===== config.mk =====
export PLATFORM = sky130hd
export DESIGN_NAME = magnetometer_set_reset_sequencer_unit
export DESIGN_NICKNAME = d
export VERILOG_FILES = /design/src/rtl/core/mssr_pkg.sv /design/src/rtl/core/mssr_lane.sv /design/src/rtl/core/mssr_seq.sv /design/src/rtl/core/magnetometer_set_reset_sequencer_unit.sv
export SDC_FILE = /design/constraint.sdc
export NUM_CORES = 2
export LEC_CHECK = 0
export BUFFER_PORTS_ARGS = -buffer_cell sky130_fd_sc_hd__buf_4
export CORE_UTILIZATION = 55
export DETAILED_ROUTE_END_ITERATION = 8
export GPL_ROUTABILITY_DRIVEN = 0
export HOLD_SLACK_MARGIN = 0.06
export PLACE_DENSITY_LB_ADDON = 0.2
export SLEW_MARGIN = 20
export SYNTH_ARGS = -nofsm -noshare
export SYNTH_HDL_FRONTEND = slang
export SYNTH_SLANG_ARGS = --single-unit

===== constraint.sdc =====
create_clock -name clk -period 11.4 [get_ports clk]
set_clock_uncertainty 0.05 [all_clocks]
set_input_delay 0.57 -clock clk [delete_from_list [all_inputs] [get_ports clk]]
set_output_delay 0.57 -clock clk [all_outputs]
set_load 0.005 [all_outputs]

===== src/rtl/core/mssr_pkg.sv =====
// Shared constants, codes and the lane control bundle for the set/reset sequencer.
package mssr_pkg;

    localparam int COUNT_W  = 20;
    localparam int UPPER_W  = 16;
    localparam int NIB_W    = 4;
    localparam int CENT_W   = 21;
    localparam int FIELD_W  = 28;
    localparam int LIMIT_W  = 11;
    localparam int PHASE_W  = 3;
    localparam int STATUS_W = 8;
    localparam int BYTE_W   = 8;
    localparam int LOWNIB_W = 24;
    localparam int CFG_IDX_W  = 1;
    localparam int CFG_DATA_W = 11;

    localparam logic [LIMIT_W-1:0] LIMIT_RESET = 11'd1000;

    localparam logic [CFG_IDX_W-1:0] CFG_VARIANT = 1'b0;
    localparam logic [CFG_IDX_W-1:0] CFG_LIMIT   = 1'b1;

    localparam logic [BYTE_W-1:0] CMD_SET   = 8'h08;
    localparam logic [BYTE_W-1:0] CMD_RESET = 8'h10;
    localparam logic [BYTE_W-1:0] CMD_TAKE  = 8'h01;

    localparam logic [BYTE_W-1:0] ADDR_MAP16 = 8'h09;
    localparam logic [BYTE_W-1:0] ADDR_MAP20 = 8'h1B;

    localparam logic [STATUS_W-1:0] DONE_MAP16 = 8'h01;
    localparam logic [STATUS_W-1:0] DONE_MAP20 = 8'h40;

    typedef struct packed {
        logic variant;
        logic a_load;
        logic cap;
        logic b_load;
        logic c_load;
        logic c_pair;
        logic c_meas;
        logic off_known;
    } mssr_lane_ctl_t;

endpackage


===== src/rtl/core/mssr_lane.sv =====
// One axis lane: count unpacking, scaled products, offset tracking and field output.
module mssr_lane (
    input  logic                                   clk,
    input  logic                                   rst_n,
    input  mssr_pkg::mssr_lane_ctl_t               ctl,
    input  logic [mssr_pkg::UPPER_W-1:0]           upper,
    input  logic [mssr_pkg::NIB_W-1:0]             nibble,
    output logic signed [mssr_pkg::FIELD_W-1:0]    field
);
    import mssr_pkg::*;

    localparam int DIFF_W = CENT_W + 1;
    localparam int PROD_W = FIELD_W + 1;

    function automatic logic signed [CENT_W-1:0] centered(
        input logic [COUNT_W-1:0] comp,
        input logic               map20
    );
        logic signed [CENT_W-1:0] c20;
        logic signed [CENT_W-1:0] c16;
        begin
            c20 = {~comp[COUNT_W-1], ~comp[COUNT_W-1], comp[COUNT_W-2:0]};
            c16 = {{(CENT_W-UPPER_W+1){~comp[COUNT_W-1]}}, comp[COUNT_W-2:NIB_W]};
            centered = map20 ? c20 : c16;
        end
    endfunction

    logic [UPPER_W-1:0]          upper_reg;
    logic [NIB_W-1:0]            nib_reg;
    logic [COUNT_W-1:0]          set_comp_reg;
    logic signed [FIELD_W-1:0]   fpair_reg;
    logic signed [FIELD_W-1:0]   noff_reg;
    logic signed [FIELD_W-1:0]   fmeas_reg;
    logic signed [FIELD_W-1:0]   offset_reg;
    logic signed [FIELD_W-1:0]   offset_next;
    logic signed [FIELD_W-1:0]   field_reg;
    logic signed [FIELD_W-1:0]   field_next;

    logic [COUNT_W-1:0]          comp_now;
    logic signed [CENT_W-1:0]    c_now;
    logic signed [CENT_W-1:0]    c_set;
    logic signed [DIFF_W-1:0]    diff;
    logic signed [DIFF_W-1:0]    sum;
    logic signed [PROD_W-1:0]    diff_x;
    logic signed [PROD_W-1:0]    sum_x;
    logic signed [PROD_W-1:0]    now_x;
    logic signed [PROD_W-1:0]    diff_h;
    logic signed [PROD_W-1:0]    sum_h;
    logic signed [PROD_W-1:0]    now_s;
    logic signed [PROD_W-1:0]    avg_sum;
    logic signed [PROD_W-1:0]    avg_half;

    assign comp_now = {upper_reg, nib_reg};
    assign c_now    = centered(comp_now, ctl.variant);
    assign c_set    = centered(set_comp_reg, ctl.variant);

    assign diff   = {c_now[CENT_W-1], c_now} - {c_set[CENT_W-1], c_set};
    assign sum    = {c_now[CENT_W-1], c_now} + {c_set[CENT_W-1], c_set};
    assign diff_x = {{(PROD_W-DIFF_W){diff[DIFF_W-1]}}, diff};
    assign sum_x  = {{(PROD_W-DIFF_W){sum[DIFF_W-1]}}, sum};
    assign now_x  = {{(PROD_W-CENT_W){c_now[CENT_W-1]}}, c_now};

    // half scale: 32 or 125; full scale: 64 or 250
    assign diff_h = ctl.variant ? (diff_x <<< 5)
                                : (diff_x <<< 7) - (diff_x <<< 1) - diff_x;
    assign sum_h  = ctl.variant ? (sum_x <<< 5)
                                : (sum_x <<< 7) - (sum_x <<< 1) - sum_x;
    assign now_s  = ctl.variant ? (now_x <<< 6)
                                : (now_x <<< 8) - (now_x <<< 2) - (now_x <<< 1);

    assign avg_sum  = {offset_reg[FIELD_W-1], offset_reg} + {noff_reg[FIELD_W-1], noff_reg};
    assign avg_half = avg_sum >>> 1;

    always_comb
    begin
        offset_next = offset_reg;
        field_next  = '0;
        if (ctl.c_pair)
        begin
            field_next  = fpair_reg;
            offset_next = ctl.off_known ? avg_half[FIELD_W-1:0] : noff_reg;
        end
        else if (ctl.c_meas)
        begin
            field_next = fmeas_reg - offset_reg;
        end
    end

    always_ff @(posedge clk or negedge rst_n)
    begin
        if (!rst_n)
        begin
            offset_reg <= '0;
        end
        else if (ctl.c_load)
        begin
            offset_reg <= offset_next;
        end
    end

    always_ff @(posedge clk)
    begin
        if (ctl.a_load)
        begin
            upper_reg <= upper;
            nib_reg   <= nibble;
        end
        if (ctl.cap)
        begin
            set_comp_reg <= comp_now;
        end
        if (ctl.b_load)
        begin
            fpair_reg <= diff_h[FIELD_W-1:0];
            noff_reg  <= sum_h[FIELD_W-1:0];
            fmeas_reg <= now_s[FIELD_W-1:0];
        end
        if (ctl.c_load)
        begin
            field_reg <= field_next;
        end
    end

    assign field = field_reg;

endmodule


===== src/rtl/core/mssr_seq.sv =====
// Phase sequencer, configuration registers, pipeline handshake and write/sample merge.
module mssr_seq (
    input  logic                                clk,
    input  logic                                rst_n,
    input  logic                                cfg_we,
    input  logic [mssr_pkg::CFG_IDX_W-1:0]      cfg_index,
    input  logic [mssr_pkg::CFG_DATA_W-1:0]     cfg_data,
    input  logic                                in_valid,
    output logic                                in_stall,
    input  logic                                status_ok,
    input  logic [mssr_pkg::STATUS_W-1:0]       status_byte,
    input  logic                                data_ok,
    input  logic                                write_ok,
    output logic                                out_valid,
    input  logic                                out_stall,
    output logic                                write_issued,
    output logic [mssr_pkg::BYTE_W-1:0]         write_addr,
    output logic [mssr_pkg::BYTE_W-1:0]         write_value,
    output logic                                sample_valid,
    output logic [mssr_pkg::PHASE_W-1:0]        phase_now,
    output mssr_pkg::mssr_lane_ctl_t            lane_ctl
);
    import mssr_pkg::*;

    typedef enum logic [PHASE_W-1:0] {
        PH_SET      = 3'd0,
        PH_SET_MEAS = 3'd1,
        PH_SET_WAIT = 3'd2,
        PH_RST_MEAS = 3'd3,
        PH_RST_WAIT = 3'd4,
        PH_MEAS     = 3'd5
    } phase_t;

    phase_t               phase_reg, phase_next;
    logic                 variant_reg, variant_next;
    logic [LIMIT_W-1:0]   limit_reg, limit_next;
    logic [LIMIT_W-1:0]   count_reg, count_next;
    logic                 known_reg, known_next;

    logic                 a_valid_reg, a_valid_next;
    logic                 status_ok_reg, data_ok_reg, write_ok_reg;
    logic [STATUS_W-1:0]  status_byte_reg;

    logic                 b_valid_reg, b_valid_next;
    logic                 b_wr_reg, b_wr_next;
    logic [BYTE_W-1:0]    b_addr_reg, b_addr_next;
    logic [BYTE_W-1:0]    b_wval_reg, b_wval_next;
    logic                 b_pair_reg, b_pair_next;
    logic                 b_meas_reg, b_meas_next;
    logic [PHASE_W-1:0]   b_phase_reg, b_phase_next;

    logic                 c_valid_reg, c_valid_next;
    logic                 c_wr_reg, c_wr_next;
    logic [BYTE_W-1:0]    c_addr_reg, c_addr_next;
    logic [BYTE_W-1:0]    c_wval_reg, c_wval_next;
    logic                 c_sv_reg, c_sv_next;
    logic [PHASE_W-1:0]   c_phase_reg, c_phase_next;

    logic                 c_adv, b_adv, a_fire, b_fire, in_fire;
    logic                 done_hit, cap;
    logic                 wr;
    logic [BYTE_W-1:0]    wval;
    logic                 pair, meas;
    phase_t               ph_step;

    assign c_adv   = !c_valid_reg || !out_stall;
    assign b_adv   = !b_valid_reg || c_adv;
    assign a_fire  = a_valid_reg && b_adv;
    assign b_fire  = b_valid_reg && c_adv;
    assign in_stall = a_valid_reg && !b_adv;
    assign in_fire = in_valid && !in_stall;

    assign done_hit = |(status_byte_reg & (variant_reg ? DONE_MAP20 : DONE_MAP16));

    always_comb
    begin
        wr         = 1'b0;
        wval       = '0;
        pair       = 1'b0;
        meas       = 1'b0;
        cap        = 1'b0;
        ph_step    = phase_reg;
        count_next = count_reg;
        case (phase_reg)
            PH_SET_MEAS:
            begin
                wr   = 1'b1;
                wval = CMD_TAKE;
                if (write_ok_reg)
                    ph_step = PH_SET_WAIT;
            end
            PH_SET_WAIT:
            begin
                if (!status_ok_reg)
                    ph_step = PH_SET;
                else if (done_hit)
                begin
                    if (!data_ok_reg)
                        ph_step = PH_SET;
                    else
                    begin
                        cap  = 1'b1;
                        wr   = 1'b1;
                        wval = CMD_RESET;
                        if (write_ok_reg)
                            ph_step = PH_RST_MEAS;
                    end
                end
            end
            PH_RST_MEAS:
            begin
                wr      = 1'b1;
                wval    = CMD_TAKE;
                ph_step = write_ok_reg ? PH_RST_WAIT : PH_SET;
            end
            PH_RST_WAIT:
            begin
                if (!status_ok_reg)
                    ph_step = PH_SET;
                else if (done_hit)
                begin
                    if (!data_ok_reg)
                        ph_step = PH_SET;
                    else
                    begin
                        pair    = 1'b1;
                        wr      = 1'b1;
                        wval    = CMD_TAKE;
                        ph_step = write_ok_reg ? PH_MEAS : PH_SET;
                    end
                end
            end
            PH_MEAS:
            begin
                if (!status_ok_reg)
                    ph_step = PH_SET;
                else if (done_hit)
                begin
                    if (!data_ok_reg)
                        ph_step = PH_SET;
                    else
                    begin
                        meas = 1'b1;
                        if (count_reg >= limit_reg)
                        begin
                            count_next = '0;
                            ph_step    = PH_SET;
                        end
                        else
                        begin
                            count_next = count_reg + 1'b1;
                            wr         = 1'b1;
                            wval       = CMD_TAKE;
                            if (!write_ok_reg)
                                ph_step = PH_SET;
                        end
                    end
                end
            end
            default:
            begin
                wr      = 1'b1;
                wval    = CMD_SET;
                ph_step = write_ok_reg ? PH_SET_MEAS : PH_SET;
            end
        endcase
    end

    always_comb
    begin
        variant_next = variant_reg;
        limit_next   = limit_reg;
        if (cfg_we)
        begin
            case (cfg_index)
                CFG_VARIANT: variant_next = cfg_data[0];
                CFG_LIMIT:   limit_next   = cfg_data[LIMIT_W-1:0];
                default:     limit_next   = limit_reg;
            endcase
        end

        a_valid_next = in_fire ? 1'b1 : (a_fire ? 1'b0 : a_valid_reg);
        b_valid_next = a_fire ? 1'b1 : (b_fire ? 1'b0 : b_valid_reg);
        c_valid_next = b_fire ? 1'b1 : (c_valid_reg && out_stall);

        b_wr_next    = wr;
        b_addr_next  = wr ? (variant_reg ? ADDR_MAP20 : ADDR_MAP16) : '0;
        b_wval_next  = wr ? wval : '0;
        b_pair_next  = pair;
        b_meas_next  = meas;
        b_phase_next = ph_step;

        c_wr_next    = b_wr_reg;
        c_addr_next  = b_addr_reg;
        c_wval_next  = b_wval_reg;
        c_sv_next    = b_pair_reg || b_meas_reg;
        c_phase_next = b_phase_reg;

        phase_next = a_fire ? ph_step : phase_reg;
        known_next = (b_fire && b_pair_reg) ? 1'b1 : known_reg;
    end

    always_ff @(posedge clk or negedge rst_n)
    begin
        if (!rst_n)
        begin
            phase_reg       <= PH_SET;
            variant_reg     <= 1'b0;
            limit_reg       <= LIMIT_RESET;
            count_reg       <= '0;
            known_reg       <= 1'b0;
            a_valid_reg     <= 1'b0;
            status_ok_reg   <= 1'b0;
            status_byte_reg <= '0;
            data_ok_reg     <= 1'b0;
            write_ok_reg    <= 1'b0;
            b_valid_reg     <= 1'b0;
            b_wr_reg        <= 1'b0;
            b_addr_reg      <= '0;
            b_wval_reg      <= '0;
            b_pair_reg      <= 1'b0;
            b_meas_reg      <= 1'b0;
            b_phase_reg     <= '0;
            c_valid_reg     <= 1'b0;
            c_wr_reg        <= 1'b0;
            c_addr_reg      <= '0;
            c_wval_reg      <= '0;
            c_sv_reg        <= 1'b0;
            c_phase_reg     <= '0;
        end
        else
        begin
            phase_reg   <= phase_next;
            variant_reg <= variant_next;
            limit_reg   <= limit_next;
            known_reg   <= known_next;
            a_valid_reg <= a_valid_next;
            b_valid_reg <= b_valid_next;
            c_valid_reg <= c_valid_next;
            if (a_fire)
                count_reg <= count_next;
            if (in_fire)
            begin
                status_ok_reg   <= status_ok;
                status_byte_reg <= status_byte;
                data_ok_reg     <= data_ok;
                write_ok_reg    <= write_ok;
            end
            if (a_fire)
            begin
                b_wr_reg    <= b_wr_next;
                b_addr_reg  <= b_addr_next;
                b_wval_reg  <= b_wval_next;
                b_pair_reg  <= b_pair_next;
                b_meas_reg  <= b_meas_next;
                b_phase_reg <= b_phase_next;
            end
            if (b_fire)
            begin
                c_wr_reg    <= c_wr_next;
                c_addr_reg  <= c_addr_next;
                c_wval_reg  <= c_wval_next;
                c_sv_reg    <= c_sv_next;
                c_phase_reg <= c_phase_next;
            end
        end
    end

    assign lane_ctl.variant   = variant_reg;
    assign lane_ctl.a_load    = in_fire;
    assign lane_ctl.cap       = a_fire && cap;
    assign lane_ctl.b_load    = a_fire;
    assign lane_ctl.c_load    = b_fire;
    assign lane_ctl.c_pair    = b_pair_reg;
    assign lane_ctl.c_meas    = b_meas_reg;
    assign lane_ctl.off_known = known_reg;

    assign out_valid    = c_valid_reg;
    assign write_issued = c_wr_reg;
    assign write_addr   = c_addr_reg;
    assign write_value  = c_wval_reg;
    assign sample_valid = c_sv_reg;
    assign phase_now    = c_phase_reg;

endmodule


===== src/rtl/core/magnetometer_set_reset_sequencer_unit.sv =====
// Top level of the set/reset offset-cancelling magnetometer sequencer.
// One item is one bus tick: the status, data and write outcomes seen in that step. The block
// takes one item per clock cycle when the output side keeps up, and each result passes
// through three register stages (input capture at the accepting edge, scaled products,
// output with offset update). The three axes run in identical lanes side by side; the
// sequencer holds the phase, the measurement counter and the configuration, and merges the write
// command with the lane fields. Fields are two's complement in 1/1024 mG and read zero when no
// sample is produced; write address and value read zero when no write is made. Configuration
// (index 0 variant, index 1 measure limit) must be written by the user only while no items are
// in flight; the block does not enforce this.
module magnetometer_set_reset_sequencer_unit (
    input  logic                                  clk,
    input  logic                                  rst_n,
    input  logic                                  cfg_we,
    input  logic [mssr_pkg::CFG_IDX_W-1:0]        cfg_index,
    input  logic [mssr_pkg::CFG_DATA_W-1:0]       cfg_data,
    input  logic                                  in_valid,
    output logic                                  in_stall,
    input  logic                                  status_ok,
    input  logic [mssr_pkg::STATUS_W-1:0]         status_byte,
    input  logic                                  data_ok,
    input  logic [mssr_pkg::UPPER_W-1:0]          x_upper,
    input  logic [mssr_pkg::UPPER_W-1:0]          y_upper,
    input  logic [mssr_pkg::UPPER_W-1:0]          z_upper,
    input  logic [mssr_pkg::LOWNIB_W-1:0]         low_nibbles,
    input  logic                                  write_ok,
    output logic                                  out_valid,
    input  logic                                  out_stall,
    output logic                                  write_issued,
    output logic [mssr_pkg::BYTE_W-1:0]           write_addr,
    output logic [mssr_pkg::BYTE_W-1:0]           write_value,
    output logic                                  sample_valid,
    output logic signed [mssr_pkg::FIELD_W-1:0]   field_x,
    output logic signed [mssr_pkg::FIELD_W-1:0]   field_y,
    output logic signed [mssr_pkg::FIELD_W-1:0]   field_z,
    output logic [mssr_pkg::PHASE_W-1:0]          phase_now
);
    import mssr_pkg::*;

    mssr_lane_ctl_t lane_ctl;

    mssr_seq u_seq (
        .clk          (clk),
        .rst_n        (rst_n),
        .cfg_we       (cfg_we),
        .cfg_index    (cfg_index),
        .cfg_data     (cfg_data),
        .in_valid     (in_valid),
        .in_stall     (in_stall),
        .status_ok    (status_ok),
        .status_byte  (status_byte),
        .data_ok      (data_ok),
        .write_ok     (write_ok),
        .out_valid    (out_valid),
        .out_stall    (out_stall),
        .write_issued (write_issued),
        .write_addr   (write_addr),
        .write_value  (write_value),
        .sample_valid (sample_valid),
        .phase_now    (phase_now),
        .lane_ctl     (lane_ctl)
    );

    mssr_lane u_lane_x (
        .clk    (clk),
        .rst_n  (rst_n),
        .ctl    (lane_ctl),
        .upper  (x_upper),
        .nibble (low_nibbles[23:20]),
        .field  (field_x)
    );

    mssr_lane u_lane_y (
        .clk    (clk),
        .rst_n  (rst_n),
        .ctl    (lane_ctl),
        .upper  (y_upper),
        .nibble (low_nibbles[15:12]),
        .field  (field_y)
    );

    mssr_lane u_lane_z (
        .clk    (clk),
        .rst_n  (rst_n),
        .ctl    (lane_ctl),
        .upper  (z_upper),
        .nibble (low_nibbles[7:4]),
        .field  (field_z)
    );

endmodule


======== Yosys cells after proc, flatten, opt, wreduce, memory -nomap -nowiden ========
Cells that the tools add are included.
operators by class
  add/sub/neg operators ................... 31
  order comparisons ....................... 1
  equality and inequality tests ........... 11
  muxes and demuxes ....................... 73
  bitwise gates (word level) .............. 8
  reduce and logical (&&, ||, !) cells .... 25
operators by type and width
  cell                   count
  $mux 28                18
  $sub 28x22->28         9
  $sub 28x23->28         6
  $mux 19                6
  $add 28x28->29         3
  $sub 28x21->28         3
  $sub 28x28->28         3
  $mux 8                 9
  $add 20x20->21         3
  $sub 20x20->21         3
  $mux 3                 15
  $pmux 8 s4             1
  $mux 1                 18
  $pmux 3 s5             1
  $add 11x1->11 const B  1
  $ge 11x11->1           1
  $mux 11                1
  $mux 5                 2
  $ne 3x3->1 const B     3
  $and 8x8->8            1
  $reduce_or 8->1        1
  $logic_and 1x1->1      7
  $mux 7                 1
  $not 1->1              7
  14 further kinds       26
storage, ports and cells
  bits in registers ....................... 621
  input bits .............................. 100
  word-level logic and storage cells ...... 204

======== Logic depth before layout (Yosys ltp) ========
  depth in word-level cells ............... 8
  depth in mapped cells ................... 33
  mapped depth without buffers ............ 29

======== Hierarchy ========
A second synthesis with hierarchy kept.
second synthesis, totals
  cell total of the unflattened synthesis .. 5,834
  area total of the unflattened synthesis .. 53,432.5 um2
modules (own cells, without submodules)
  module                 instances  cells an instance  area an instance (um2)
  mssr_lane at u_lane_z  1          1,855              17,122.7
  mssr_lane at u_lane_y  1          1,862              16,901.2
  mssr_lane at u_lane_x  1          1,855              16,672.2
  mssr_seq               1          262                2,736.4

======== Least setup slack after synthesis ========
Ideal clock, no wire load.
  path type ............................... input -> register
  start ................................... input port out_stall
  end ..................................... register u_lane_x.set_comp_reg[0], enable pin
  arrival ................................. 8,863 ps
  slack ................................... 2,008 ps
  cell stages on the path ................. 5
  path buffers ............................ 0
  cells stage by stage .................... nand3_1 nand2_1 inv_1 nand2_1 nor2_1
RTL lines
  what                  line                                         source
  start, declared       magnetometer_set_reset_sequencer_unit.sv:28  input logic out_stall,
  end signal, assigned  mssr_lane.sv:110                             set_comp_reg <= comp_now;
  end, declared         mssr_lane.sv:30                              logic [COUNT_W-1:0] set_comp_reg;

======== Final worst setup path ========
  start ................................... register u_seq.variant_reg
  end ..................................... register u_lane_z.noff_reg[26], data pin
on the way
  longest elaborated chain between the ends .. 5
  elaborated cells between the ends (all ways) .. 6
  classes of those cells .................. 3 x add/sub; 3 x mux
RTL lines
  what                    line              source
  start, declared         mssr_seq.sv:35    logic variant_reg, variant_next;
  start signal, assigned  mssr_seq.sv:234   variant_reg <= variant_next;
  $mux 19                 mssr_lane.sv:24   centered = map20 ? c20 : c16;
  $add 20x20->21          mssr_lane.sv:58   assign sum = {c_now[CENT_W-1], c_now} + {c_set[CENT_W-1], c_set};
  $sub 28x23->28          mssr_lane.sv:67   : (sum_x <<< 7) - (sum_x <<< 1) - sum_x;
  $sub 28x22->28          mssr_lane.sv:67
  $mux 28 *               mssr_lane.sv:66   assign sum_h = ctl.variant ? (sum_x <<< 5)
  net u_lane_z.sum_h[26]  mssr_lane.sv:48   logic signed [PROD_W-1:0] sum_h;
  end signal, assigned    mssr_lane.sv:115  noff_reg <= sum_h[FIELD_W-1:0];
  end, declared           mssr_lane.sv:32   logic signed [FIELD_W-1:0] noff_reg;
Mark *: on every way through the listed nets, which the timed path passes. The rest lies on a longest branch.
A chain may end at the register's enable or synchronous reset.

==> reports/metrics.yaml <==
setup_path:
  required_ns: 11.70
  startpoint: "u_seq.variant_reg$_DFFE_PN0P_"
  cpLargestDelayFamily: "compound AO/OA/AOI/OAI gates"
  cpPeakStageDelay_ns: 0.80
  path_max_fanout: 52
  end_kind: "register"
  worstSetupPathType: "reg2reg"
  cp_slowest_cell: "dfrtp_4"
  cp.arrival_ns: 8.73
  rr_startpoint: "u_seq.variant_reg$_DFFE_PN0P_"
  crit_buf_inv: 5
  cp_common_cell: "a21oi_1"
  critPathLaunchType: "register"
die:
  start_util_pct: 55.9
  die_area_mm2: 0.0966
  row_count: 112
  die_width_um: 311
  io_pins: 207
  dieHeight_um: 311
  core_region_area_mm2: 0.0939
synthesis:
  synth_edf_count: 450
  ys_top_cells_by_area: "edfxtp_1 (26%), ha_1 (14%), dfrtp_1 (6.2%)"
  syn_area_per_cell_um2: 9.16
  synthCells: 5728
  seq_area_frac_synth_pct: 32.2
  yosys.area.top_type: "edfxtp_1"
  syn-cell-area_mm2: 0.0524
  ys.flop_type: "edfxtp_1"
  ys_async_sr_fraction_pct: 23.1
  synth_xor_area_share_pct: 7.45
  synthAdderAreaFrac_pct: 18.5
  ys_ff_latch: 585
  synth_compound_area_share_pct: 20.5
  synth_top_family_by_area: "compound AO/OA/AOI/OAI gates"
  synth.area.mux_share_pct: 3.46
  synth_top_area_share_pct: 25.8
  ys_types: 108
  yosys.area_share.simple_pct: 12.4
  yosysWarnings: 0
drt:
  routedWlPerCell_um: 19.4
  vias: 42433
  first_iter_violations: 3350
  final_antenna_net_count: 0
  drc: 0
  routed_wirelength_um: 139000
  dr.pass1.iters: 6
  post_drt_via_cell_ratio: 5.89
grt:
  overflow: 0
  grt_start_max_net_pins: 160
  antenna_found_initial: 3
  grt_pass1_vias: 40450
  grt_pass1_wl_um: 218000
  track_usage_pct: 28.1
final_layout:
  diodes: 0
  final_cell_mix: "ha_1 (588), inv_1 (535), nand2_1 (491)"
  drive_gt1_share_pct: 7.42
  final_cell_count_no_fill: 7201
  fin_nets: 6693
  area_growth_pct: 10.5
  final_common_cell: "ha_1"
  fillers: 7981
clock_network:
  cts_resized: 0
  root_buffer: "clkbuf_16"
  clk_pin_slew_ns: 0.06
  h-tree-depth: 3
  clkLatencyLatePin_ns: 0.63
  clock_sinks: 585
  cts_buffers: 74
  cts_max_path_buffers: 3
  cts_tree: "done"
timing:
  slew_headroom_pct: 20.9
  finalCritPeriodShare_pct: 73.9
  min_period_ns: 8.43
  tightest_slew_ns: 1.17
  drv_slew: 0
  setup_viol: 0
  hold_violations: 0
  rsz0062_at_grt: "false"
  setup_tns_ns: 0
  worst_slack_ns: 2.97
  max_freq_mhz: 119
pwr:
  power_mw: 20.1
  cellPowerDensity_mw_per_mm2: 347
  ir_worst_vdd_mv: 0.165
  p_leak_nw: 25.4
place:
  dp_hpwl_um: 106000
  dpl.cell_count: 7005
  port_buffers: 179
  pre_cts_ws_ns: 3.25
worst_hold_path:
  worstHoldStart: "in_valid"
  hold_path_class: "in2reg"
run_status:
  status: "completed"
job:
  maxCapViolations: 0
==> cell usage after synthesis, types with 19 or more instances <==
library cell / instances
a31oi_1: 53
o21bai_1: 74
buf_1: 30
mux2_2: 36
clkbuf_1: 135
nor3_1: 100
nand2_1: 492
xnor2_1: 285
nand3_1: 80
nor2b_1: 75
a21boi_0: 40
o21ai_0: 469
dfrtp_1: 129
inv_1: 537
and2_1: 28
nor4_1: 19
o21a_1: 60
and3_1: 33
a21oi_1: 414
mux2i_1: 141
o31ai_1: 39
o211ai_1: 26
nand4_1: 25
a21o_1: 188
a211oi_1: 42
xor2_1: 147
o21ai_1: 41
or3_1: 31
ha_1: 588
nand2b_1: 92
fa_1: 117
edfxtp_1: 450
nor2_1: 355
==> timing repair <==
item                      4_1_cts  5_1_grt
hold buffers                   61        0
setup buffers                   0        0
hold endpoints to repair      129        0
==> cell families after synthesis <==
| logic type | Yosys count |
|---|---|
| other | 1 |
| AND/OR/NAND/NOR | 1393 |
| adder cells (fa/ha/maj) | 706 |
| multiplexers | 177 |
| buffers and inverters | 740 |
| flip-flops | 585 |
| AO/OA/AOI/OAI | 1687 |
| XOR/XNOR | 439 |
==> path summary, 6_finish.rpt <==
| path | slack (ns) | depth (start not counted) | to |
|---|---|---|---|
| max in group asynchronous | 9.35 | 3 | u_seq.known_reg$_DFFE_PN0P_ |
| max reg2reg | 2.97 | 29 | u_lane_z.noff_reg[26]$_DFFE_PP_ |
| max | 2.97 | 29 | u_lane_z.noff_reg[26]$_DFFE_PP_ |
| min reg2reg | 0.40 | 0 | u_lane_y.set_comp_reg[3]$_DFFE_PP_ |
| min | 0.11 | 2 | u_seq.a_valid_reg$_DFFE_PN0P_ |
| min in group asynchronous | 0.48 | 2 | u_lane_x.offset_reg[4]$_DFFE_PN0P_ |
==> final cells by class <==
| cell class | count | area (um2) | area share [%] |
|---|---|---|---|
| multi-input combinational | 4411 | 32700 | 56.5 |
| sequential | 585 | 16900 | 29.2 |
| timing repair buffer | 270 | 2210 | 3.81 |
| clock buffer | 100 | 2080 | 3.60 |
| inverter | 546 | 2070 | 3.57 |
| tap | 1254 | 1570 | 2.71 |
| clock inverter | 35 | 370 | 0.639 |
==> metrics by stage <==
stage,util [%],area (um2),hold WS [ns]
floorplan,-,52500,0.224
global placement,58.5,54900,0.390
detailed placement,58.5,54900,0.389
CTS,61.7,57900,0.0688
global route,61.7,57900,0.0948
finish,61.7,57900,0.106
==> layer usage <==
metal	routed length [um]	track usage [%]	vias to the layer above
met5	0	0	-
met1	61500	37.7	20266
met3	8070	3.61	210
met2	66500	47.4	1190
li1	-	-	20767
met4	3430	8.02	0
==> power by group <==
| group | total, mW | switching [mW] | internal (mW) |
|---|---|---|---|
| combinational | 14.1 | 8.16 | 5.92 |
| sequential | 3.62 | 0.399 | 3.22 |
| clock | 2.38 | 0.958 | 1.43 |
| total | 20.1 | 9.52 | 10.6 |
(Power assumes the default switching activity.)
